--- config.mk ---
export PLATFORM = sky130hd
export DESIGN_NAME = keypad_scan_number_entry_core
export DESIGN_NICKNAME = d
export VERILOG_FILES = /design/src/sv/kpse_pkg.sv /design/src/sv/kpse_div10.sv /design/src/sv/kpse_number.sv /design/src/sv/kpse_scan.sv /design/src/sv/keypad_scan_number_entry_core.sv
export SDC_FILE = /design/constraint.sdc
export NUM_CORES = 1
export LEC_CHECK = 0
export BUFFER_PORTS_ARGS = -buffer_cell sky130_fd_sc_hd__buf_2
export CAP_MARGIN = 0
export CORE_ASPECT_RATIO = 0.75
export CORE_MARGIN = 1.5
export CORE_UTILIZATION = 30
export DETAILED_ROUTE_END_ITERATION = 7
export PLACE_DENSITY = 0.57
export RECOVER_POWER = 50
export SYNTH_ARGS = -nofsm -noshare
export SYNTH_HDL_FRONTEND = slang
export SYNTH_SLANG_ARGS = --single-unit
--- constraint.sdc ---
create_clock -name clock -period 8.9 [get_ports clock]
set_input_delay 2.67 -clock clock [delete_from_list [all_inputs] [get_ports clock]]
set_output_delay 2.67 -clock clock [all_outputs]
set_load 0.03 [all_outputs]
--- src/sv/kpse_pkg.sv ---
// Shared types, constants and helpers for the keypad scanner and number entry block.
package kpse_pkg;

   localparam int COL_W     = 4;
   localparam int ROW_W     = 4;
   localparam int POS_W     = 4;
   localparam int CODE_W    = 7;
   localparam int TICKS_W   = 20;
   localparam int KEYIDX_W  = 4;
   localparam int CSR_ADDR_W = 2;
   localparam int CSR_DATA_W = 20;
   localparam int NUM_OUT_W = 32;
   localparam int REQ_DATA_W = 8;
   localparam int RSP_DATA_W = 48;
   localparam int RSP_USER_W = 2;

   // Cycles the divide-by-ten unit needs after a number update.
   localparam int DIV_CYCLES = 4;

   typedef logic [CODE_W-1:0] key_code_type;

   localparam key_code_type MAX_DIGIT = 7'd9;

   localparam key_code_type KEY_TABLE [0:15] = '{
      7'd1,  7'd2, 7'd3,  7'd65,
      7'd4,  7'd5, 7'd6,  7'd66,
      7'd7,  7'd8, 7'd9,  7'd67,
      7'd12, 7'd0, 7'd14, 7'd15
   };

   typedef enum logic [CSR_ADDR_W-1:0] {
      CSR_DEBOUNCE_TICKS = 2'd0,
      CSR_ENTER_KEY      = 2'd1,
      CSR_BACKSPACE_KEY  = 2'd2
   } csr_index_type;

   typedef enum logic [2:0] {
      PH_WAIT_PRESS   = 3'd0,
      PH_DEB_PRESS    = 3'd1,
      PH_SCAN         = 3'd2,
      PH_WAIT_RELEASE = 3'd3,
      PH_DEB_RELEASE  = 3'd4
   } phase_type;

   typedef struct packed {
      logic             valid;
      logic [POS_W-1:0] pos;
      key_code_type     code;
   } key_event_type;

   typedef struct packed {
      logic [3:0] quo;
      logic [3:0] rem;
   } div_digit_type;

   // One radix-16 long-division step by ten: v = {remainder, next nibble}, v < 160.
   function automatic div_digit_type div10_digit(input logic [7:0] v);
      logic [15:0]   prod;
      logic [7:0]    q8;
      logic [7:0]    r8;
      div_digit_type res;
      prod = 16'(v) * 16'd205;
      q8   = {4'b0, prod[14:11]};
      r8   = v - (q8 << 3) - (q8 << 1);
      res.quo = prod[14:11];
      res.rem = r8[3:0];
      return res;
   endfunction

endpackage

--- src/sv/kpse_div10.sv ---
// Iterative divide-by-ten unit, DPC quotient nibbles per cycle; a new load restarts it.
module kpse_div10
   import kpse_pkg::*;
#(
   parameter int NUMBER_WIDTH = 32
) (
   input  logic                    clock,
   input  logic                    reset,
   input  logic                    load,
   input  logic [NUMBER_WIDTH-1:0] load_value,
   output logic [NUMBER_WIDTH-1:0] quotient
);

   localparam int NDIG  = (NUMBER_WIDTH + 3) / 4;
   localparam int DPC   = (NDIG + DIV_CYCLES - 1) / DIV_CYCLES;
   localparam int PAD_W = 4 * DPC * DIV_CYCLES;
   localparam int CNT_W = $clog2(DIV_CYCLES + 1);

   logic [PAD_W-1:0] work_ff, work_in;
   logic [3:0]       rem_ff, rem_in;
   logic [CNT_W-1:0] count_ff, count_in;

   always_comb begin
      logic [PAD_W-1:0] w;
      logic [3:0]       r;
      div_digit_type    d;
      w = work_ff;
      r = rem_ff;
      d = '0;
      for (int k = 0; k < DPC; k++) begin
         d = div10_digit({r, w[PAD_W-1 -: 4]});
         r = d.rem;
         w = {w[PAD_W-5:0], d.quo};
      end
      if (load) begin
         work_in  = PAD_W'(load_value);
         rem_in   = '0;
         count_in = CNT_W'(DIV_CYCLES);
      end else if (count_ff != '0) begin
         work_in  = w;
         rem_in   = r;
         count_in = count_ff - 1'b1;
      end else begin
         work_in  = work_ff;
         rem_in   = rem_ff;
         count_in = count_ff;
      end
   end

   always_ff @(posedge clock) begin
      if (reset) begin
         work_ff  <= '0;
         rem_ff   <= '0;
         count_ff <= '0;
      end else begin
         work_ff  <= work_in;
         rem_ff   <= rem_in;
         count_ff <= count_in;
      end
   end

   assign quotient = work_ff[NUMBER_WIDTH-1:0];

endmodule

--- src/sv/kpse_number.sv ---
// Decimal number accumulator: digits, backspace and enter.
module kpse_number
   import kpse_pkg::*;
#(
   parameter int NUMBER_WIDTH = 32
) (
   input  logic                 clock,
   input  logic                 reset,
   input  logic                 step,
   input  key_event_type        key_evt,
   input  logic [KEYIDX_W-1:0]  enter_key,
   input  logic [KEYIDX_W-1:0]  backspace_key,
   output logic                 number_ready,
   output logic [NUM_OUT_W-1:0] entered_number
);

   localparam int EXT_W = (NUMBER_WIDTH > NUM_OUT_W) ? NUMBER_WIDTH : NUM_OUT_W;

   logic [NUMBER_WIDTH-1:0] acc_ff, acc_in;
   logic [NUMBER_WIDTH-1:0] acc_div10;
   logic [EXT_W-1:0]        acc_ext;
   logic                    acc_load;

   kpse_div10 #(.NUMBER_WIDTH(NUMBER_WIDTH)) u_div10 (
      .clock     (clock),
      .reset     (reset),
      .load      (acc_load),
      .load_value(acc_in),
      .quotient  (acc_div10)
   );

   assign acc_ext = EXT_W'(acc_ff);

   always_comb begin
      acc_in         = acc_ff;
      number_ready   = 1'b0;
      entered_number = '0;
      priority if (key_evt.pos == enter_key) begin
         number_ready   = 1'b1;
         entered_number = acc_ext[NUM_OUT_W-1:0];
         acc_in         = '0;
      end else if (key_evt.pos == backspace_key) begin
         acc_in = acc_div10;   // zero stays zero
      end else if (key_evt.code <= MAX_DIGIT) begin
         acc_in = (acc_ff << 3) + (acc_ff << 1) + NUMBER_WIDTH'(key_evt.code);
      end else begin
         acc_in = acc_ff;      // other keys leave the number alone
      end
      if (!key_evt.valid) begin
         acc_in         = acc_ff;
         number_ready   = 1'b0;
         entered_number = '0;
      end
   end

   assign acc_load = step && key_evt.valid;

   always_ff @(posedge clock) begin
      if (reset) begin
         acc_ff <= '0;
      end else if (acc_load) begin
         acc_ff <= acc_in;
      end
   end

endmodule

--- src/sv/kpse_scan.sv ---
// Keypad scan state machine: press wait, debounce, row scan, release, debounce.
module kpse_scan
   import kpse_pkg::*;
#(
   parameter int DEBOUNCE_WIDTH = 20
) (
   input  logic               clock,
   input  logic               reset,
   input  logic               step,
   input  logic [COL_W-1:0]   column_levels,
   input  logic [TICKS_W-1:0] debounce_ticks,
   output logic [ROW_W-1:0]   row_drive,
   output key_event_type      key_evt
);

   localparam int CMP_W = (DEBOUNCE_WIDTH > TICKS_W) ? DEBOUNCE_WIDTH : TICKS_W;

   phase_type                 phase_ff, phase_in;
   logic [DEBOUNCE_WIDTH-1:0] count_ff, count_in;
   logic [1:0]                row_ff, row_in;
   logic [POS_W-1:0]          key_ff, key_in;

   logic [COL_W-1:0] lows;
   logic [1:0]       low_col;
   logic             deb_done;

   assign lows = ~column_levels;

   always_comb begin
      priority if (lows[0]) low_col = 2'd0;
      else if (lows[1])     low_col = 2'd1;
      else if (lows[2])     low_col = 2'd2;
      else                  low_col = 2'd3;
   end

   // Counter saturation also ends a debounce wait.
   assign deb_done = (CMP_W'(count_ff) >= CMP_W'(debounce_ticks)) || (count_ff == '1);

   // next state
   always_comb begin
      phase_in = phase_ff;
      count_in = count_ff;
      row_in   = row_ff;
      key_in   = key_ff;
      unique case (phase_ff)
         PH_WAIT_PRESS: begin
            if (lows != '0) begin
               phase_in = PH_DEB_PRESS;
               count_in = '0;
            end
         end
         PH_DEB_PRESS: begin
            if (deb_done) begin
               phase_in = PH_SCAN;
               row_in   = '0;
            end else begin
               count_in = count_ff + 1'b1;
            end
         end
         PH_SCAN: begin
            if (lows != '0) begin
               key_in   = {row_ff, low_col};
               phase_in = PH_WAIT_RELEASE;
            end else begin
               row_in = row_ff + 1'b1;
            end
         end
         PH_WAIT_RELEASE: begin
            if (lows == '0) begin
               phase_in = PH_DEB_RELEASE;
               count_in = '0;
            end
         end
         PH_DEB_RELEASE: begin
            if (deb_done) begin
               phase_in = PH_WAIT_PRESS;
            end else begin
               count_in = count_ff + 1'b1;
            end
         end
         default: phase_in = PH_WAIT_PRESS;
      endcase
   end

   // outputs
   always_comb begin
      row_drive = '1;
      unique case (phase_in)
         PH_SCAN, PH_WAIT_RELEASE, PH_DEB_RELEASE: row_drive[row_in] = 1'b0;
         default:                                  row_drive = '0;
      endcase
      key_evt = '0;
      if (phase_ff == PH_DEB_RELEASE && deb_done) begin
         key_evt.valid = 1'b1;
         key_evt.pos   = key_ff;
         key_evt.code  = KEY_TABLE[key_ff];
      end
   end

   always_ff @(posedge clock) begin
      if (reset) begin
         phase_ff <= PH_WAIT_PRESS;
         count_ff <= '0;
         row_ff   <= '0;
         key_ff   <= '0;
      end else if (step) begin
         phase_ff <= phase_in;
         count_ff <= count_in;
         row_ff   <= row_in;
         key_ff   <= key_in;
      end
   end

endmodule

--- src/sv/keypad_scan_number_entry_core.sv ---
// Top level: 4x4 keypad scanner with decimal number entry, stream in and out.
//
//  channel | dir | handshake             | payload
//  --------+-----+-----------------------+---------------------------------------------
//  req     | in  | req_tvalid/req_tready | tdata: column_levels[3:0]
//  rsp     | out | rsp_tvalid/rsp_tready | tdata: row_drive, key_position, key_code,
//          |     |                       |        entered_number; tuser: key_event,
//          |     |                       |        number_ready
//  csr     | in  | csr_we (no wait)      | csr_addr index, csr_wdata value
//
// One request per cycle sustained unless the response stalls; each request
// yields one response through the input register, then the result register.
// Reset: scan waits for a press with all rows low, number is zero, registers
// take their reset values (debounce 50000, enter key 14, backspace key 11).
// A stalled response holds in the result register; the input register still
// takes a request while the result waits, and fills up one request deep.
// Backspace uses a divide-by-ten unit that is reloaded and restarts at each number
// update; a new key event needs at least five requests, so it never waits.
module keypad_scan_number_entry_core
   import kpse_pkg::*;
#(
   parameter int NUMBER_WIDTH   = 32,
   parameter int DEBOUNCE_WIDTH = 20
) (
   input  logic                  clock,
   input  logic                  reset,

   input  logic                  req_tvalid,
   output logic                  req_tready,
   input  logic [REQ_DATA_W-1:0] req_tdata,   // [3:0] column_levels, rest zero

   output logic                  rsp_tvalid,
   input  logic                  rsp_tready,
   output logic [RSP_DATA_W-1:0] rsp_tdata,   // [3:0] row_drive, [7:4] key_position,
                                              // [14:8] key_code, [46:15] entered_number
   output logic [RSP_USER_W-1:0] rsp_tuser,   // [0] key_event, [1] number_ready

   input  logic                  csr_we,
   input  logic [CSR_ADDR_W-1:0] csr_addr,
   input  logic [CSR_DATA_W-1:0] csr_wdata
);

   // config registers
   logic [TICKS_W-1:0]  deb_ticks_ff;
   logic [KEYIDX_W-1:0] enter_key_ff;
   logic [KEYIDX_W-1:0] bksp_key_ff;

   always_ff @(posedge clock) begin
      if (reset) begin
         deb_ticks_ff <= TICKS_W'(50000);
         enter_key_ff <= KEYIDX_W'(14);
         bksp_key_ff  <= KEYIDX_W'(11);
      end else if (csr_we) begin
         unique case (csr_addr)
            CSR_DEBOUNCE_TICKS: deb_ticks_ff <= csr_wdata[TICKS_W-1:0];
            CSR_ENTER_KEY:      enter_key_ff <= csr_wdata[KEYIDX_W-1:0];
            CSR_BACKSPACE_KEY:  bksp_key_ff  <= csr_wdata[KEYIDX_W-1:0];
            default: ;   // unmapped index, ignored
         endcase
      end
   end

   // input register
   logic             in_valid_ff;
   logic [COL_W-1:0] in_cols_ff;
   logic             advance;

   assign advance    = in_valid_ff && (!rsp_tvalid || rsp_tready);
   assign req_tready = !in_valid_ff || advance;

   always_ff @(posedge clock) begin
      if (reset) begin
         in_valid_ff <= 1'b0;
      end else if (req_tready) begin
         in_valid_ff <= req_tvalid;
      end
   end

   always_ff @(posedge clock) begin
      if (req_tvalid && req_tready) begin
         in_cols_ff <= req_tdata[COL_W-1:0];
      end
   end

   // per-request logic
   logic [ROW_W-1:0]     row_drive;
   key_event_type        key_evt;
   logic                 number_ready;
   logic [NUM_OUT_W-1:0] entered_number;

   kpse_scan #(.DEBOUNCE_WIDTH(DEBOUNCE_WIDTH)) u_scan (
      .clock         (clock),
      .reset         (reset),
      .step          (advance),
      .column_levels (in_cols_ff),
      .debounce_ticks(deb_ticks_ff),
      .row_drive     (row_drive),
      .key_evt       (key_evt)
   );

   kpse_number #(.NUMBER_WIDTH(NUMBER_WIDTH)) u_number (
      .clock         (clock),
      .reset         (reset),
      .step          (advance),
      .key_evt       (key_evt),
      .enter_key     (enter_key_ff),
      .backspace_key (bksp_key_ff),
      .number_ready  (number_ready),
      .entered_number(entered_number)
   );

   // result register
   logic                  rsp_valid_ff;
   logic [RSP_DATA_W-1:0] rsp_data_ff;
   logic [RSP_USER_W-1:0] rsp_user_ff;

   always_ff @(posedge clock) begin
      if (reset) begin
         rsp_valid_ff <= 1'b0;
      end else if (advance) begin
         rsp_valid_ff <= 1'b1;
      end else if (rsp_tready) begin
         rsp_valid_ff <= 1'b0;
      end
   end

   always_ff @(posedge clock) begin
      if (advance) begin
         rsp_data_ff <= {1'b0, entered_number, key_evt.code, key_evt.pos, row_drive};
         rsp_user_ff <= {number_ready, key_evt.valid};
      end
   end

   assign rsp_tvalid = rsp_valid_ff;
   assign rsp_tdata  = rsp_data_ff;
   assign rsp_tuser  = rsp_user_ff;

endmodule

Word-level counts from Yosys, hierarchy flattened
Memories as Yosys holds them, arrays and structs flattened.
Cells that the tools add are included.
- register bits after elaboration: 183
- latch bits: 0
- bits in writable memories: 0
- ROM bits: 112
- input bits: 35
- memories kept: 1
- memory list (memory ; words ; bits a word ; read ports ; clocked after Yosys merged registers in ; write ports ; RTL line ; RTL):
    (no name shown) ; 16 ; 7 ; 1 ; 0 ; 0 ; kpse_scan.sv:96 ; key_evt.code = KEY_TABLE[key_ff];
- add/subtract/negate cells: 9
- $mul: 2
- div/mod/pow operators: 0
- $lt $le $gt $ge: 5
- eq/ne operators: 15
- shift operators: 0
- muxes and demuxes: 32
- bitwise logic cells: 3
- reductions and logical operators: 27
- operators with widths (operator ; count):
    $mux 32 ; 6
    $mux 20 ; 3
    $pmux 20 s3 ; 1
    $add 32x32->32 ; 1
    $add 32x7->32 ; 1
    $mul 8x8->15 const B ; 2
    $mux 3 ; 7
    $add 20x1->20 const B ; 1
    $eq 20x20->1 const B ; 1
    $ge 20x20->1 ; 1
    $sub 4x4->4 ; 4
    $pmux 3 s5 ; 1
    $mux 7 ; 2
    $eq 3x2->1 const B ; 4
    $mux 12 ; 1
    $eq 4x4->1 ; 2
    $mux 2 ; 4
    $not 4->4 ; 2
    $reduce_and 2->1 ; 4
    $le 7x4->1 const B ; 1
    $eq 3x3->1 const B ; 2
    $reduce_bool 3->1 ; 2
    $ge 5x5->1 const B ; 1
    $logic_and 1x1->1 ; 5
    24 further kinds ; 34

Longest topological paths before layout
- word-level depth: 11
- depth in mapped cells: 38

Hierarchy
A second synthesis with hierarchy kept.
- cells, all modules: 1578
- area, all modules: 13563.0 um^2
- by module, submodules not included (module ; times used ; cells each ; area each (um^2) ; seq. area each (um^2)):
    kpse_number ; 1 ; 623 ; 4411.7 ; 640.6
    kpse_div10 ; 1 ; 460 ; 3982.6 ; 780.7
    keypad_scan_number_entry_core ; 1 ; 185 ; 2881.5 ; 2192.1
    kpse_scan ; 1 ; 310 ; 2287.2 ; 580.6

Least setup slack after synthesis
OpenSTA, ideal clock, no wires.
- path type: reg2reg
- from: register u_number.u_div10.work_ff[29] (netlist: u_number.u_div10.quotient[29])
- to: register u_number.u_div10.rem_ff[3]
- setup time: 115 ps
- arrival time: 7876 ps
- required time: 8785 ps
- slack: 908 ps
- cell stages (with the launch flop): 37
- clock period less this slack: 7992 ps
- cells stage by stage: dfxtp_1 ha_1 fa_1 fa_1 inv_1 fa_1 inv_1 ha_1 a2111oi_0 o21ai_1 o21a_1 a21oi_1 xnor2_1 ha_1 xnor2_1 ha_1 inv_1 fa_1 inv_1 fa_1 inv_1 fa_1 inv_1 ha_1 a21o_1 a21o_1 a21oi_1 o21ai_0 a21oi_1 xnor2_1 ha_1 nand2_1 nand2_1 xnor2_1 xnor2_1 mux2i_1 nor2_1
- word-level cells in the longest chain between the ends: 6
- ends and longest elaborated chain (what ; RTL line ; RTL):
    start, declared ; kpse_div10.sv:19 ; logic [PAD_W-1:0] work_ff, work_in;
    start signal, assigned ; kpse_div10.sv:56 ; work_ff <= work_in;
    $mul 8x8->15 ; kpse_pkg.sv:62 ; prod = 16'(v) * 16'd205;
    $sub 4x4->4 ; kpse_pkg.sv:64 ; r8 = v - (q8 << 3) - (q8 << 1);
    $sub 4x4->4 * ; kpse_pkg.sv:64 ;
    $mul 8x8->15 * ; kpse_pkg.sv:62 ;
    $sub 4x4->4 ; kpse_pkg.sv:64 ;
    $sub 4x4->4 * ; kpse_pkg.sv:64 ;
    end signal, assigned ; kpse_div10.sv:57 ; rem_ff <= rem_in;
    end, declared ; kpse_div10.sv:20 ; logic [3:0] rem_ff, rem_in;
Every way passes the cells marked *; elsewhere a longest branch is shown, timed or not.
A chain may end at the register's enable or synchronous reset.

Worst setup path after layout
Same ends and word-level chain as after synthesis.

==> summary.md <==
| Metric | Value |
|---|---|
| Starting DRT DRC Count | 604 |
| Synth Instances | 1426 |
| Post-synth EDFFs | 51 |
| Placed Instance Area | 13600 µm² |
| Depth of the CTS H-tree | 4 |
| Worst ir drop on vdd | 184 µV |
| Failing checks | max-capacitance violations, max-slew violations |
| Transition time at the pin with the least slew margin | 2.86 ns |
| Combined area of all synthesized cells | 12600 µm² |
| Sink of the worst hold path | deb_ticks_ff[1] |
| Distinct cells, synth | 77 |
| Count of boundary I/O pins | 87 |
| HP Start | deb_ticks_ff[1] |
| CTS tree | built |
| Kind of end point of the critical path | flop |
| Pre-antenna DRT Iters | 5 |
| Power Internal | 2100 µW |
| Design Power | 3610 µW |
| Clock slew at the register clock pins of the worst setup and hold paths | 0.08 ns |
| Capture point of the worst reg-to-reg path | u_number.u_div10.rem_ff[3] |
| Count of final hold-check violations | 0 |
| Slew margin rel. | -0.907 |
| CTS Root Buffer Type | clkbuf_16 |
| Setup violation total in the final timing report | 0 |
| Arrival time of the worst setup path | 8.71 ns |
| Ys async rst share | 0 |
| Synth Warn # | 0 |
| Total half-perimeter wirelength after legalization and detailed placement | 23400 µm |
| Fraction of layout cells with a size suffix above 1 | 0.0734 |
| Achievable Freq | 120 MHz |
| Combinational cell fraction of total power | 0.512 |
| Routed wl met3 | 1160 µm |
| Worst-case clock buffer depth | 2 |
| Length of routed wiring on met1 | 16600 µm |
| Worst clock skew | 0.0119 ns |
| Die width | 240 µm |
| Effective utilization at floorplan | 0.307 |
| Number of max-slew violations in the final report | 147 |
| Final core utilization | 0.342 |
| Most common library cell in the layout ignoring fill and taps | ha_1 |
| Number of buffers created by CTS | 17 |
| Total placed cells including tap cells | 2015 |
| Outcome | finished with violations |
| Worst-case reg-to-reg path depth | 36 |
| Seq pwr share | 0.274 |
| Syn_area_per_cell | 8.87 µm² |
| Primary FF master, synth | dfxtp_1 |
| Antenna violations before repair | 0 |
| Aggregate negative setup slack | 0 ns |
| Number of antenna repair diodes | 0 |
| Later-pin clock latency in the skew report | 0.47 ns |
| Shortest period the worst path allows | 8.35 ns |
| Worst endpoint required time | 9.26 ns |
| Power density normalized to cell area | 256 nW/µm² |
| Global Route Usage Sum | 0.149 |
| Top Layer Used | met4 |
| Nets | 1700 |
| Number of buffer cells added on primary ports | 79 |
| FF+latch count, synth | 181 |
| Area grow syn2layout | 11.4% |
| Top library cells by usage in the layout, fill and taps aside | ha_1 (169), nand2_1 (149), dfxtp_1 (126), nor2_1 (121), inv_1 (114) |
| Number of non-filler instances in the completed layout | 2047 |
| Final routed wirelength across all metal layers | 31600 µm |
| Core outline area | 41200 µm² |
| Gp weighted congestion | 0.845 |
| Antenna viol nets, final | 0 |
| Worst-path maximum fanout | 6 |
| Total Die Area | 43400 µm² |
| Detail Route met2 WL | 13300 µm |
| Critical path's slowest cell | fa_1 |
| Beginning of the worst register-to-register path | u_number.u_div10.quotient[29] |
| Internal reg-to-reg setup slack | 0.55 ns |
| Number of sinks driven by the clock tree | 181 |
| Total via count in the routed design | 10100 |
| Critical path class | reg -> reg |
| Net load switching power | 1510 µW |
| Post-route DRC | 0 |
| Post-route clock period utilization | 0.938 |
| Vias per inst | 4.95 |
| Hold depth | 2 |
| Type of the tightest min-delay check | reg -> reg |
| Critical Path Max Stage Delay | 0.56 ns |
| FILL cells | 4326 |
| Via count of the first global-routing pass | 9842 |
| Number of placement rows | 64 |
| Static power due to leakage | 0.00627 µW |
| Die Span Y | 181 µm |
| Detail-routed net length per standard cell | 15.4 µm |
| Sw frac | 0.419 |
| Total overflow reported by the global router | 0 |
| Clock group share of total power | 0.214 |
| Fraction of the yosys area taken by sequential cells | 0.327 |
| Unrepaired setup endpoints after global routing | false |
| Final design instance area without fill | 14100 µm² |
| Worst Setup Start Kind | flop |
| Max Cap Violations | 3 |
| Largest net degree at the start of global routing | 61 |
| Hold Buf Count CTS | 0 |
| Wire length of the first global-routing pass | 51900 µm |
-- kinds of logic (layout without fill, tap and decap cells) --
family                   Yosys count  in the layout  share of synthesized area
XOR/XNOR                          77             77                     0.0545
buffers and inverters            183            241                     0.0583
adder cells (fa/ha/maj)          192            192                      0.204
flip-flops                       181            181                      0.327
AO/OA/AOI/OAI                    367            367                      0.191
multiplexers                      15             15                     0.0135
other                              1              3                   0.000297
AND/OR/NAND/NOR                  410            410                      0.152
-- power by group through the flow --
stage	combinational, µW	sequential, µW	clock, µW
3_3_place_gp	1770	1000	0
2_1_floorplan	1380	1000	0
4_1_cts	1840	986	792
5_1_grt	2140	1000	822
6_report	1850	989	772
3_5_place_dp	1810	1000	0
-- routing by layer --
| metal | up-vias | GRT usage |
|---|---|---|
| met5 | - | 0 |
| met2 | 152 | 0.222 |
| li1 | 5152 | - |
| met4 | 0 | 0.0392 |
| met3 | 26 | 0.0255 |
| met1 | 4805 | 0.221 |
-- critical path, delay by kind of cell, from the launching register on --
family	cells	cell delay, ns
xor gates and xnor gates	5	0.74
muxes	1	0.13
AOI/OAI and AO/OA	9	1.57
adders and majority gates	12	4.92
buffers and inverters	6	0.31
and+or+nand+nor	3	0.18
DFF	1	0.36
-- repair_timing --
action | in CTS | in global routing
resized for setup | 0 | 11
buffers inserted | 0 | 0
hold endpoints to repair | 0 | 0
setup endpoints to repair | 0 | 5
-- worst max path at each step --
stage | startpoint | endpoint | slack [ns] | depth (start not counted)
floorplan | u_number.u_div10.quotient[29] | u_number.u_div10.rem_ff[3] | 0.91 | 36
global placement | u_number.u_div10.quotient[29] | u_number.u_div10.rem_ff[3] | 0.27 | 36
detailed placement | u_number.u_div10.quotient[29] | u_number.u_div10.rem_ff[3] | 0.23 | 36
CTS | u_number.u_div10.quotient[29] | u_number.u_div10.rem_ff[3] | 0.16 | 36
global route | u_number.u_div10.quotient[29] | u_number.u_div10.rem_ff[3] | 0.01 | 36
finish | u_number.u_div10.quotient[29] | u_number.u_div10.rem_ff[3] | 0.55 | 36
-- final cells by class --
cell class,instances,area (µm²),area share
Clock buffer,18,429,0.0305
Clock inverter,14,151,0.0108
Inverter,114,428,0.0304
Multi-Input combinational cell,1064,7790,0.553
Sequential cell,181,4140,0.294
Tap cell,561,702,0.0499
Timing Repair Buffer,95,440,0.0313
-- registers in the layout, summed over array words and instances (netlist names) --
register / count
u_number.u_div10.count_ff: 3
rsp_tvalid: 1
u_scan.key_ff: 4
u_scan.row_ff: 2
u_number.u_div10.rem_ff: 4
u_number.u_div10.quotient: 32
bksp_key_ff: 4
in_cols_ff: 4
deb_ticks_ff: 20
rsp_tdata: 45
u_scan.phase_ff: 3
enter_key_ff: 4
rsp_tuser: 2
in_valid_ff: 1
u_number.acc_ext: 32
u_scan.count_ff: 20
-- Yosys cell counts (11+ instances only) --
cell type  number  area [µm²]
inv_1         113         424
nor2_1        121         454
nand3_1        16        80.1
a211oi_1       31         233
dfxtp_1       130        2600
a211o_1        14         123
a21oi_1       102         510
and3_1         45         282
o211ai_1       29         218
clkbuf_1       50         188
o21ai_0        75         375
nand4_1        11        68.8
xor2_1         35         307
edfxtp_1       51        1530
nand2b_1       11        68.8
fa_1           23         460
ha_1          169        2110
nand2_1       149         559
xnor2_1        41         359
a21o_1         22         165
-- metrics by stage --
| step | setup WS, ns | hold WS (ns) |
|---|---|---|
| after floorplan | 0.908 | 0.436 |
| final | 0.549 | 0.458 |
| after global routing | 0.0135 | 0.481 |
| after global placement | 0.270 | 0.446 |
| after CTS | 0.164 | 0.462 |
| after detailed placement | 0.227 | 0.451 |
No activity file was read; power rests on OpenSTA's default activity.
